**config.mk**
```make
export PLATFORM = sky130hd
export DESIGN_NAME = wildcard_glob_matcher
export DESIGN_NICKNAME = d
export VERILOG_FILES = /design/src/rtl/wgm_pkg.sv /design/src/rtl/wgm_cell.sv /design/src/rtl/wgm_result_buf.sv /design/src/rtl/wildcard_glob_matcher.sv
export SDC_FILE = /design/constraint.sdc
export NUM_CORES = 1
export LEC_CHECK = 0
export BUFFER_PORTS_ARGS = -buffer_cell sky130_fd_sc_hd__buf_2
export CORE_ASPECT_RATIO = 1.1
export CORE_UTILIZATION = 50
export CTS_BUF_LIST = sky130_fd_sc_hd__clkbuf_16
export CTS_CLUSTER_SIZE = 30
export DETAILED_ROUTE_END_ITERATION = 16
export PLACE_DENSITY = 0.72
export SYNTH_ARGS = -nofsm -noshare
export SYNTH_HDL_FRONTEND = slang
export SYNTH_SLANG_ARGS = --single-unit
```
**constraint.sdc**
```tcl
create_clock -name clk -period 7.6 [get_ports clk]
set_input_delay 0.76 -clock clk [delete_from_list [all_inputs] [get_ports clk]]
set_output_delay 0.76 -clock clk [all_outputs]
set_load 0.03 [all_outputs]
```
**src/rtl/wgm_pkg.sv**
```systemverilog
package wgm_pkg;

	localparam int MAX_PATTERN_DEF = 16;

	localparam logic [1:0] OP_CLEAR  = 2'd0;
	localparam logic [1:0] OP_APPEND = 2'd1;
	localparam logic [1:0] OP_TEXT   = 2'd2;
	localparam logic [1:0] OP_END    = 2'd3;

	localparam logic [7:0] STAR_CHAR = 8'h2A;
	localparam logic [7:0] ANY_CHAR  = 8'h3F;

	typedef struct packed {
		logic clear;
		logic append;
		logic restart;
		logic step;
	} cell_ctl_t;

endpackage

```
**src/rtl/wgm_cell.sv**
```systemverilog
module wgm_cell #(
	parameter bit IS_HEAD = 1'b0
) (
	input  logic               clk,
	input  logic               arst_n,
	input  wgm_pkg::cell_ctl_t ctl,
	input  logic [7:0]         symbol,
	input  logic               vld_left,
	input  logic               cl_in,
	input  logic               adv_in,
	output logic               vld,
	output logic               cl_out,
	output logic               adv_out,
	output logic               end_hit
);

	logic [7:0] pat_q;
	logic       vld_q;
	logic       act_q;
	logic       closed;
	logic       is_star;
	logic       sym_hit;

	assign closed  = act_q | cl_in;
	assign is_star = (pat_q == wgm_pkg::STAR_CHAR);
	assign sym_hit = is_star || (pat_q == wgm_pkg::ANY_CHAR) || (pat_q == symbol);
	assign cl_out  = closed & vld_q & is_star;
	assign adv_out = closed & vld_q & sym_hit;
	assign end_hit = closed & ~vld_q;
	assign vld     = vld_q;

	always_ff @(posedge clk) begin
		if (ctl.append && vld_left && !vld_q) begin
			pat_q <= symbol;
		end
	end

	always_ff @(posedge clk or negedge arst_n) begin
		if (!arst_n) begin
			vld_q <= 1'b0;
			act_q <= IS_HEAD;
		end else begin
			if (ctl.clear) begin
				vld_q <= 1'b0;
			end else if (ctl.append && vld_left) begin
				vld_q <= 1'b1;
			end
			if (ctl.restart) begin
				act_q <= IS_HEAD;
			end else if (ctl.step) begin
				act_q <= cl_out | adv_in;
			end
		end
	end

endmodule

```
**src/rtl/wgm_result_buf.sv**
```systemverilog
module wgm_result_buf (
	input  logic clk,
	input  logic arst_n,
	input  logic push,
	input  logic push_matched,
	input  logic push_overflowed,
	output logic can_push,
	output logic out_valid,
	input  logic out_ready,
	output logic matched,
	output logic overflowed
);

	logic out_v_q;
	logic out_m_q;
	logic out_o_q;
	logic skid_v_q;
	logic skid_m_q;
	logic skid_o_q;
	logic take;

	assign take       = out_v_q & out_ready;
	assign can_push   = ~skid_v_q;
	assign out_valid  = out_v_q;
	assign matched    = out_m_q;
	assign overflowed = out_o_q;

	always_ff @(posedge clk or negedge arst_n) begin
		if (!arst_n) begin
			out_v_q  <= 1'b0;
			skid_v_q <= 1'b0;
		end else if (skid_v_q) begin
			if (take) begin
				skid_v_q <= 1'b0;
			end
		end else if (push) begin
			if (!out_v_q || take) begin
				out_v_q <= 1'b1;
			end else begin
				skid_v_q <= 1'b1;
			end
		end else if (take) begin
			out_v_q <= 1'b0;
		end
	end

	always_ff @(posedge clk) begin
		if (skid_v_q) begin
			if (take) begin
				out_m_q <= skid_m_q;
				out_o_q <= skid_o_q;
			end
		end else if (push) begin
			if (!out_v_q || take) begin
				out_m_q <= push_matched;
				out_o_q <= push_overflowed;
			end else begin
				skid_m_q <= push_matched;
				skid_o_q <= push_overflowed;
			end
		end
	end

endmodule

```
**src/rtl/wildcard_glob_matcher.sv**
```systemverilog
// Whole-text glob matcher ('*' any run, '?' any one byte). Items may follow
// back to back while in_ready is high: each pattern position is a cell
// holding its byte and an active flag, and a text byte updates all cells in
// the same cycle, with star closure rippling from cell to cell along the row.
// An end-of-text item yields one result through a two-entry output buffer;
// the input stalls only when both entries hold untaken results. Any item
// other than a text byte (append, end or clear) restarts text matching;
// clear also drops the pattern and the sticky overflow flag.
module wildcard_glob_matcher #(
	parameter int MAX_PATTERN = wgm_pkg::MAX_PATTERN_DEF
) (
	input  logic       clk,
	input  logic       arst_n,
	input  logic       in_valid,
	output logic       in_ready,
	input  logic [1:0] operation,
	input  logic [7:0] symbol,
	output logic       out_valid,
	input  logic       out_ready,
	output logic       matched,
	output logic       overflowed
);

	wgm_pkg::cell_ctl_t     ctl;
	logic                   in_fire;
	logic [MAX_PATTERN:0]   vld_c;
	logic [MAX_PATTERN:0]   cl_c;
	logic [MAX_PATTERN:0]   adv_c;
	logic [MAX_PATTERN-1:0] end_hit;
	logic                   act_end_q;
	logic                   closed_end;
	logic                   ovf_q;
	logic                   hit;

	assign in_fire     = in_valid & in_ready;
	assign ctl.clear   = in_fire && (operation == wgm_pkg::OP_CLEAR);
	assign ctl.append  = in_fire && (operation == wgm_pkg::OP_APPEND);
	assign ctl.step    = in_fire && (operation == wgm_pkg::OP_TEXT);
	assign ctl.restart = in_fire && (operation != wgm_pkg::OP_TEXT);

	assign vld_c[0] = 1'b1;
	assign cl_c[0]  = 1'b0;
	assign adv_c[0] = 1'b0;

	for (genvar i = 0; i < MAX_PATTERN; i++) begin : g_cell
		wgm_cell #(
			.IS_HEAD(i == 0)
		) u_cell (
			.clk     (clk),
			.arst_n  (arst_n),
			.ctl     (ctl),
			.symbol  (symbol),
			.vld_left(vld_c[i]),
			.cl_in   (cl_c[i]),
			.adv_in  (adv_c[i]),
			.vld     (vld_c[i+1]),
			.cl_out  (cl_c[i+1]),
			.adv_out (adv_c[i+1]),
			.end_hit (end_hit[i])
		);
	end

	assign closed_end = act_end_q | cl_c[MAX_PATTERN];
	assign hit        = (|end_hit) | closed_end;

	always_ff @(posedge clk or negedge arst_n) begin
		if (!arst_n) begin
			act_end_q <= 1'b0;
			ovf_q     <= 1'b0;
		end else begin
			if (ctl.restart) begin
				act_end_q <= 1'b0;
			end else if (ctl.step) begin
				act_end_q <= adv_c[MAX_PATTERN];
			end
			if (ctl.clear) begin
				ovf_q <= 1'b0;
			end else if (ctl.append && vld_c[MAX_PATTERN]) begin
				ovf_q <= 1'b1;
			end
		end
	end

	wgm_result_buf u_result_buf (
		.clk            (clk),
		.arst_n         (arst_n),
		.push           (in_fire && (operation == wgm_pkg::OP_END)),
		.push_matched   (hit & ~ovf_q),
		.push_overflowed(ovf_q),
		.can_push       (in_ready),
		.out_valid      (out_valid),
		.out_ready      (out_ready),
		.matched        (matched),
		.overflowed     (overflowed)
	);

endmodule

```
Word level (Yosys, flattened, before mapping)
Cells that the tools add are included.
Cells by class
  bitwise operators: 118
  reduce and logical (&&, ||, !) cells: 113
  equality and inequality tests: 54
  multiplexer cells: 83
Operator list (count)
  == test 8 x 6 -> 1 bit, second input constant: 32
  == test 8 bit: 16
  2-to-1 mux 1 bit: 83
  AND 1 bit: 67
  nonzero test 2 bit: 21
  logical AND 1 bit: 37
  logical OR 1 bit: 33
  bitwise OR 1 bit: 32
  NOT 1 bit: 19
  zero test 1 bit: 17
  OR reduction 16 bit: 1
  AND reduction 3 bit: 3
  != test 2 bit, second input constant: 3
  == test 2 bit, second input constant: 2
  == test 2 x 1 -> 1 bit, second input constant: 1
  zero test 2 bit: 1
Word-level totals
  word-level logic and storage cells: 424
  bits of input ports: 14
  register bits: 168

Depth between registers and ports, before layout
Gate-level depths: netlist (run 1).
  depth after elaboration: 53
  mapped depth: 10
  gate-level depth less buffers: 8

Modules after synthesis
Synthesis (run 1) repeated with hierarchy kept, for this count alone.
Unflattened totals
  cells, all modules: 665
  area total of the unflattened synthesis: 8054.0 um^2
By module, submodules not included
  wgm_cell (g_cell[10].u_cell ...): area an instance 474.2 um^2, cells an instance 39, times used 15
  wgm_cell (g_cell[0].u_cell): area an instance 488.0 um^2, cells an instance 39, times used 1
  wgm_result_buf: area an instance 282.8 um^2, cells an instance 18, times used 1
  wildcard_glob_matcher: area an instance 170.2 um^2, cells an instance 23, times used 1

Worst setup path after synthesis (run 1)
OpenSTA, ideal clock, no wires.
  kind: register -> register
  start point: register g_cell[2].u_cell.pat_q[0]
  end point: register u_result_buf.out_m_q, in the netlist u_result_buf.matched (data pin)
  path buffers: 0
  path slack: 4.783 ns
  clock period less this slack: 2.817 ns
  data arrival time: 2.652 ns
  library setup time: 0.165 ns
  data required time: 7.435 ns
  stages on the path, launching flop included: 9
  path through: edfxtp_1 or3_1 or4_4 or3_1 o21ba_4 o31a_1 o32ai_1 nor3_1 o31ai_2
Between the ends
  word-level cells in the longest chain between the ends: 47
  elaborated cells on any way between the ends: 61
  classes of those cells: eq/ne (1); mux (3); bitwise (56); reduce/logical (1)
RTL lines
  start: declaration: line wgm_cell.sv:17  | logic [7:0] pat_q;
  start signal: assignment: line wgm_cell.sv:34  | pat_q <= symbol;
  == test 8 x 6 -> 1 bit (*): line wgm_cell.sv:25  | assign is_star = (pat_q == wgm_pkg::STAR_CHAR);
  AND 1 bit (*): line wgm_cell.sv:27  | assign cl_out = closed & vld_q & is_star;
  bitwise OR 1 bit (*): line wgm_cell.sv:24  | assign closed = act_q | cl_in;
  AND 1 bit (2 in series): line wgm_cell.sv:27
  bitwise OR 1 bit: line wgm_cell.sv:24
  AND 1 bit (2 in series): line wgm_cell.sv:27
  bitwise OR 1 bit: line wgm_cell.sv:24
  AND 1 bit (2 in series): line wgm_cell.sv:27
  [... 27 more ...]
  bitwise OR 1 bit: line wgm_cell.sv:24
  AND 1 bit (2 in series): line wgm_cell.sv:27
  bitwise OR 1 bit: line wildcard_glob_matcher.sv:63  | assign closed_end = act_end_q | cl_c[MAX_PATTERN];
  bitwise OR 1 bit (*): line wildcard_glob_matcher.sv:64  | assign hit = (|end_hit) | closed_end;
  AND 1 bit (*): line wildcard_glob_matcher.sv:88  | .push_matched (hit & ~ovf_q),
  2-to-1 mux 1 bit (*): line wgm_result_buf.sv:54  | if (!out_v_q || take) begin
  2-to-1 mux 1 bit (*): line wgm_result_buf.sv:53  | end else if (push) begin
  2-to-1 mux 1 bit (*): line wgm_result_buf.sv:48  | if (skid_v_q) begin
  end signal: assignment: line wgm_result_buf.sv:50  | out_m_q <= skid_m_q;
  end signal: assignment: line wgm_result_buf.sv:55  | out_m_q <= push_matched;
  end: declaration: line wgm_result_buf.sv:15  | logic out_m_q;
Every way passes the cells marked *; elsewhere a longest branch is shown, timed or not. The select of a mux whose other input is x is not followed.
A chain may end at the register's enable or synchronous reset.

Worst setup path in the final report (run 1)
  start point: register g_cell[8].u_cell.pat_q[0]
  end point: register u_result_buf.skid_m_q (data pin)
Between the ends
  word-level cells in the longest chain between the ends: 26
  elaborated cells on any way between the ends: 34
  classes of those cells: eq/ne (1); bitwise (32); reduce/logical (1)
RTL lines
  start: declaration: line wgm_cell.sv:17
  start signal: assignment: line wgm_cell.sv:34
  == test 8 x 6 -> 1 bit (*): line wgm_cell.sv:25
  AND 1 bit (*): line wgm_cell.sv:27
  bitwise OR 1 bit (*): line wgm_cell.sv:24
  AND 1 bit (2 in series): line wgm_cell.sv:27
  bitwise OR 1 bit: line wgm_cell.sv:24
  AND 1 bit (2 in series): line wgm_cell.sv:27
  bitwise OR 1 bit: line wgm_cell.sv:24
  AND 1 bit (2 in series): line wgm_cell.sv:27
  [... 6 more ...]
  bitwise OR 1 bit: line wgm_cell.sv:24
  AND 1 bit (2 in series): line wgm_cell.sv:27
  bitwise OR 1 bit: line wgm_cell.sv:24
  AND 1 bit (2 in series): line wgm_cell.sv:27
  bitwise OR 1 bit: line wildcard_glob_matcher.sv:63
  bitwise OR 1 bit (*): line wildcard_glob_matcher.sv:64
  AND 1 bit (*): line wildcard_glob_matcher.sv:88
  via u_result_buf.push_matched: line wgm_result_buf.sv:5  | input logic push_matched,
  end signal: assignment: line wgm_result_buf.sv:58  | skid_m_q <= push_matched;
  end: declaration: line wgm_result_buf.sv:18  | logic skid_m_q;
Mark *: on every way through the listed nets, which the timed path passes. The rest lies on a longest branch.

==> reports/metrics.yaml, run 1 <==
worst_setup_path:
  r2r-start: "g_cell[8].u_cell.pat_q[0]$_DFFE_PP_"
  path_class: "flip-flop to flip-flop"
  cp-start-kind: "flip-flop"
  slowest_stage: "or4_1"
  cp.arrival_ns: 3.47
  path_cells: "nor3_1 -> nand3_1 -> or4_1 -> or4_1 -> o32ai_1 -> a31oi_1 -> nand2b_1 -> a21oi_1"
  required_ns: 7.87
  r2r-end: "u_result_buf.skid_m_q$_DFFE_PP_"
  rrSetupSlack_ns: 4.40
  rr_worst_depth: 8
  cp_common_cell: "or4_1"
  slowest_delay_ns: 0.56
  crit_fanout: 5
  end_kind: "flip-flop"
detailed_routing:
  vias_per_cell: 6.052
  drc: 1
  dr_total_vias: 5653
  wl_per_cell_um: 19.57
  ant_nets: 0
  detail_route.wirelength_um: 18280
  drtIter0Drc: 520
  dr.pass1.iters: 12
power:
  p_switching_mw: 0.5398
  p_comb_frac: 0.093
  ir_drop_mv: 0.1717
  power_leakage_nw: 3.094
  pwr-share-seq: 0.515
  powerDensity_nw_per_um2: 233.6
  p_int_mw: 1.600
  netSwitchingFraction: 0.2523
  pwr-share-clk: 0.391
clocking:
  cts_setup_buffers: 0
  cts-htree-levels: 4
  cts_root_buf: "clkbuf_16"
  cts_buffer_depth: 2
  cts_buffers: 17
  cts_tree: "built"
  clkLatencyLatePin_ns: 0.43
  post_cts.resized_instances: 0
  clock_sinks: 168
  clk_pin_slew_worst_paths_ns: 0.06
  holdBufCountCts: 0
place:
  dpl.hpwl_um: 11900
  io_buffers: 17
  dp.cells: 902
  postPlaceCellArea_um2: 8581
  gp_congestion: 0.8948
logic_synthesis:
  netlist_instances: 707
  synth_area_leader_cell: "edfxtp_1"
  synth_area_per_cell_um2: 11.79
  synth-edff-count: 132
  synth_flop_cell: "edfxtp_1"
  async_reset_ff_frac: 0.2143
  synthTopCellsByArea: "edfxtp_1 (48%), dfrtp_1 (11%), xnor2_1 (9.2%), xor2_1 (4.2%), nand2_1 (2.9%)"
  syn_area_um2: 8334
  netlist.area_leader.share: 0.4756
  synth_seq_cells: 168
  synthDistinctLibCells: 62
  synth_fp_nets: 721
  yosys_warnings: 0
  ys_seq_area_frac: 0.5838
final_layout:
  layoutNonFillerInstCount: 934
  drive_gt1_frac: 0.08630
  final_cell_mix: "edfxtp_1 (132), xnor2_1 (88), nand2_1 (65)"
  layout_commonest_cell: "edfxtp_1"
  seqCellArea_um2: 4866
  final_area_um2: 9160
  multi_input_area_um2: 3329
  area_delta_synth_final_pct: 9.908
  fill_cells: 1324
  diodes: 0
  fin_nets: 731
floorplan:
  dieArea_um2: 17190
  die_w_um: 125.1
  start_util: 0.5110
  rows: 49
  coreArea_um2: 16310
  num_io_pins: 18
  die_h_um: 137.4
sta:
  finalSetupViolCount: 0
  maxSlewViolCount: 0
  timing.fmax_mhz: 312.5
  final.setup.tns_ns: 0
  rsz0062_at_grt: "no"
  slew_headroom: 0.3716
  worst_slew_pin_slew_ns: 0.9426
  period_share: 0.4211
  period_needed_ns: 3.200
  fin_skew_ns: 0.007174
  finalHoldViolCount: 0
  hold_ws_ns: 0.4314
outcome:
  violations: "design-rule violations"
  status: "finished with violations"
global_routing:
  grt_usage: 0.2262
  grt_pass1_vias: 5817
  grt_max_degree: 37
  antenna_found_initial: 0
  grt_pass1_wl_um: 29470
  grt_overflow_total: 0
min_path:
  hold_path_class: "input port to asynchronous set/reset pin"
run:
  maxCapViolCount: 0
==> final cells by class <==
cell class              instances  area share
clock inverters                15     0.01680
inverters                      10    0.004098
well taps                     204     0.02787
flip-flops and latches        168      0.5312
repair buffers                 18     0.01011
clock buffers                  17     0.04644
multi-input cells             502      0.3635
==> metrics by stage <==
stage	utilization	setup WS [ns]	power [mW]
floorplan	-	4.783	1.247
global placement	0.5262	4.587	1.312
detailed placement	0.5262	4.451	1.319
CTS	0.5617	4.428	2.152
global route	0.5617	4.228	2.217
finish	0.5617	4.400	2.139
==> sequential cells by signal (all words and copies together), names as in the netlist <==
register,cells
u_result_buf.skid_v_q,1
act_end_q,1
g_cell.u_cell.act_q,16
u_result_buf.skid_o_q,1
g_cell.u_cell.vld,16
u_result_buf.matched,1
u_result_buf.out_valid,1
g_cell.u_cell.pat_q,128
u_result_buf.overflowed,1
u_result_buf.skid_m_q,1
ovf_q,1
==> how the worst max path moves through the flow <==
| stage | start | depth (start not counted) | to |
|---|---|---|---|
| final | g_cell[8].u_cell.pat_q[0]$_DFFE_PP_ | 8 | u_result_buf.skid_m_q$_DFFE_PP_ |
| after global routing | g_cell[8].u_cell.pat_q[0]$_DFFE_PP_ | 8 | u_result_buf.skid_m_q$_DFFE_PP_ |
| after CTS | g_cell[8].u_cell.pat_q[0]$_DFFE_PP_ | 8 | u_result_buf.skid_m_q$_DFFE_PP_ |
| after detailed placement | g_cell[8].u_cell.pat_q[0]$_DFFE_PP_ | 8 | u_result_buf.skid_m_q$_DFFE_PP_ |
| after global placement | g_cell[6].u_cell.pat_q[0]$_DFFE_PP_ | 8 | u_result_buf.skid_m_q$_DFFE_PP_ |
| after floorplan | g_cell[2].u_cell.pat_q[0]$_DFFE_PP_ | 8 | u_result_buf.matched$_DFFE_PP_ |
==> cells by family (layout without fill, tap and decap cells) <==
logic type | Yosys count | in the layout | synth area share
AOI/OAI and AO/OA | 109 | 109 | 0.09308
DFF | 168 | 168 | 0.5838
muxes | 1 | 1 | 0.001351
xor gates and xnor gates | 128 | 128 | 0.1345
and+or+nand+nor | 264 | 264 | 0.1705
buffers and inverters | 37 | 60 | 0.01666
==> cells in the mapped netlist, types with 5 or more instances <==
library cell	n
nor2b_1	6
nor4_1	15
nor3_1	19
clkbuf_1	24
a21o_1	6
o21ai_0	23
o22ai_1	6
inv_1	10
nand2_1	65
a22o_1	7
o2111ai_1	5
dfrtp_1	35
or3_1	8
xnor2_1	88
edfxtp_1	132
nand2b_1	12
nand3_1	23
and3_1	16
a21oi_1	16
nand4_1	31
nor2_1	38
xor2_1	40
==> power by group through the flow <==
stage,logic (mW),clock network [mW],registers [mW]
detailed placement,0.200,0,1.12
global placement,0.194,0,1.12
global route,0.222,0.885,1.11
CTS,0.201,0.850,1.10
floorplan,0.147,0,1.10
finish,0.200,0.837,1.10
==> worst max-delay path, delay by kind of cell, from the launching register on <==
kind / cells / cell delay [ns]
AOI/OAI and AO/OA: 3 / 0.77
and+or+nand+nor: 5 / 1.84
DFF: 1 / 0.43
==> metal layers <==
| layer | track usage | share of wire |
|---|---|---|
| met5 | 0 | 0 |
| met4 | 0.1226 | 0.032 |
| met3 | 0.03689 | 0.043 |
| met2 | 0.4001 | 0.51 |
| met1 | 0.2667 | 0.42 |
No activity file was read; power rests on OpenSTA's default activity.
==> run 2: changes to the inputs <==
- clock period: 7.6 -> 3 ns (I/O delays scaled with it)
==> run 2 against run 1 <==
Against the previous run: utilization increased by 2.4 points; critical path depth did not move; largest cell class unchanged; design area rose by 4.3%; the flow finishes with violations (design-rule violations, negative hold slack); count of clock-buffer cells in the layout stayed put; hold slack worse by 0.44 ns; via count grew 3.4%; combinational power grew to 2.8 times the previous value; wire length rose by 6.9%; maximum frequency increased by 10%; clock power increased to 2.8 times the previous value; non-clock buffer count rose by 32.
==> reports/metrics.yaml, run 2 (same netlist as run 1, synthesis figures left out) <==
floorplan:
  num_io_pins: 18  # unchanged
  start_util: 0.5110  # unchanged
  rows: 49  # unchanged
  die_w_um: 125.1  # unchanged
  dieArea_um2: 17190  # unchanged
  die_h_um: 137.4  # unchanged
  coreArea_um2: 16310  # unchanged
sta:
  rsz0062_at_grt: "yes"  # was no
  finalHoldViolCount: 2  # was 0
  fin_skew_ns: 0.009281  # was 0.007174 ns
  finalSetupViolCount: 0  # unchanged
  timing.fmax_mhz: 345.1  # was 312.5 MHz
  worst_slew_pin_slew_ns: 0.9008  # was 0.9426 ns
  slew_headroom: 0.3995  # was 0.3716
  period_needed_ns: 2.898  # was 3.200 ns
  period_share: 0.9660  # was 0.4211
  final.setup.tns_ns: 0  # unchanged
  fin_ws_ns: 0.1020  # was 4.400 ns
  maxSlewViolCount: 0  # unchanged
  hold_ws_ns: -0.01262  # was 0.4314 ns
final_layout:
  top_register: "g_cell.u_cell.pat_q"  # unchanged
  largest_reg_flops: 128  # unchanged
  final_cell_mix: "edfxtp_1 (132), xnor2_1 (88), nand2_1 (65)"  # unchanged
  layoutNonFillerInstCount: 966  # was 934
  multi_input_area_um2: 3415  # was 3329 um2
  fill_cells: 1272  # was 1,324
  seqCellArea_um2: 4866  # unchanged
  final_area_um2: 9552  # was 9160 um2
  diodes: 0  # unchanged
  fin_nets: 763  # was 731
  layout_commonest_cell: "edfxtp_1"  # unchanged
  final_util: 0.5857  # was 0.5617
  drive_gt1_frac: 0.1378  # was 0.08630
  area_delta_synth_final_pct: 14.61  # was 9.908%
clocking:
  clkLatencyLatePin_ns: 0.43  # about the same
  cts_buffer_depth: 2  # unchanged
  cts_root_buf: "clkbuf_16"  # unchanged
  clk_pin_slew_worst_paths_ns: 0.06  # about the same
  holdBufCountCts: 0  # unchanged
  cts_tree: "built"  # unchanged
  clock_sinks: 168  # unchanged
  cts-htree-levels: 4  # unchanged
  cts_buffers: 17  # unchanged
worst_setup_path:
  crit_start: "g_cell[2].u_cell.pat_q[0]$_DFFE_PP_"  # was g_cell[8].u_cell.pat_q[0]$_DFFE_PP_
  r2r-end: "u_result_buf.skid_m_q$_DFFE_PP_"  # unchanged
  critPathCapture: "u_result_buf.skid_m_q$_DFFE_PP_"  # unchanged
  r2r-start: "g_cell[2].u_cell.pat_q[0]$_DFFE_PP_"  # was g_cell[8].u_cell.pat_q[0]$_DFFE_PP_
  end_kind: "flip-flop"  # unchanged
  cp.arrival_ns: 3.17  # was 3.47 ns
  path_class: "flip-flop to flip-flop"  # unchanged
  rrSetupSlack_ns: 0.10  # was 4.40 ns
  crit_fanout: 6  # was 5
  rr_worst_depth: 8  # unchanged
  required_ns: 3.28  # was 7.87 ns
  cp-start-kind: "flip-flop"  # unchanged
detailed_routing:
  ant_nets: 0  # unchanged
  vias_per_cell: 6.053  # was 6.052
  dr.pass1.iters: 13  # was 12
  drtIter0Drc: 515  # was 520
  met2WireLength_um: 10200  # was 9262 um
  dr_total_vias: 5847  # was 5,653
  wl_per_cell_um: 20.24  # was 19.57 um
  route.layer.met1.wl_um: 8011  # was 7636 um
  drc: 1  # unchanged
  top_layer_used: "met4"  # unchanged
  detail_route.wirelength_um: 19550  # was 18,280 um
  wl_met3_um: 798  # was 790 um
outcome:
  violations: "design-rule violations, negative hold slack"  # was design-rule violations
  status: "finished with violations"  # unchanged
global_routing:
  grt_max_degree: 37  # unchanged
  antenna_found_initial: 0  # unchanged
  grt_pass1_wl_um: 31180  # was 29,470 um
  grt_usage: 0.2387  # was 0.2262
  grt_overflow_total: 0  # unchanged
  grt_pass1_vias: 6067  # was 5,817
place:
  postPlaceCellArea_um2: 8803  # was 8581 um2
  io_buffers: 17  # unchanged
  gp_congestion: 0.9115  # was 0.8948
  dp_slack_ns: 0.004842  # was 4.451 ns
  dpl.hpwl_um: 12860  # was 11,900 um
  dp.cells: 930  # was 902
run:
  maxCapViolCount: 0  # unchanged
min_path:
  hold_path_class: "input port to asynchronous set/reset pin"  # unchanged
power:
  power_leakage_nw: 3.300  # was 3.094 nW
  powerDensity_nw_per_um2: 597.3  # was 233.6 nW/um2
  ir_drop_mv: 0.4312  # was 0.1717 mV
-- run 2: how the worst min path moves through the flow --
stage | startpoint | to | slack, ns | cells past startpoint
final | arst_n | act_end_q$_DFFE_PN0P_ | -0.01 | 1
after global routing | arst_n | act_end_q$_DFFE_PN0P_ | 0.06 | 1
after CTS | arst_n | act_end_q$_DFFE_PN0P_ | 0.009 | 1
after detailed placement | arst_n | act_end_q$_DFFE_PN0P_ | 0.47 | 1
after global placement | arst_n | g_cell[15].u_cell.act_q$_DFFE_PN0P_ | 0.45 | 1
after floorplan | arst_n | act_end_q$_DFFE_PN0P_ | 0.004 | 0
-- run 2: power by group --
part,switching (mW),internal [mW],total [mW]
registers,0.148,2.64,2.79
logic,0.350,0.218,0.568
clock network,0.884,1.46,2.35
-- run 2: metal layers --
metal / vias to the layer above / GRT usage
met5: - / 0
met4: 0 / 0.1138
met3: 49 / 0.04233
met2: 165 / 0.4317
met1: 2906 / 0.2770
li1: 2727 / -
-- run 2: stage by stage --
stage / power (mW) / hold WS, ns
after floorplan: 3.159 / 0.004409
after global placement: 3.354 / 0.4538
after detailed placement: 3.387 / 0.4742
after CTS: 5.710 / 0.008896
after global routing: 5.900 / 0.05549
final: 5.705 / -0.01262
-- run 2: what timing repair did --
item	CTS	global route
hold endpoints to repair	0	0
buffers inserted	0	4
pin swaps	0	3
gates resized for setup	1	12
endpoints found under the setup margin	2	7
-- run 2: area by class of cell --
class	count	share of cell area
Timing Repair Buffer	50	0.03615
Inverter	10	0.003930
Sequential cell	168	0.5094
Tap cell	204	0.02672
Clock buffer	17	0.04454
Multi-Input combinational cell	502	0.3575
Clock inverter	15	0.02174
-- run 2: critical path, cell delays in order (launching register included) --
cell and delay, ns:
edfxtp_1 0.39, or3_1 0.39, or4_4 0.42, or3_1 0.37, o21ba_4 0.24, o31a_1 0.35
nor4_2 0.29, nor3_2 0.11, a21oi_1 0.18
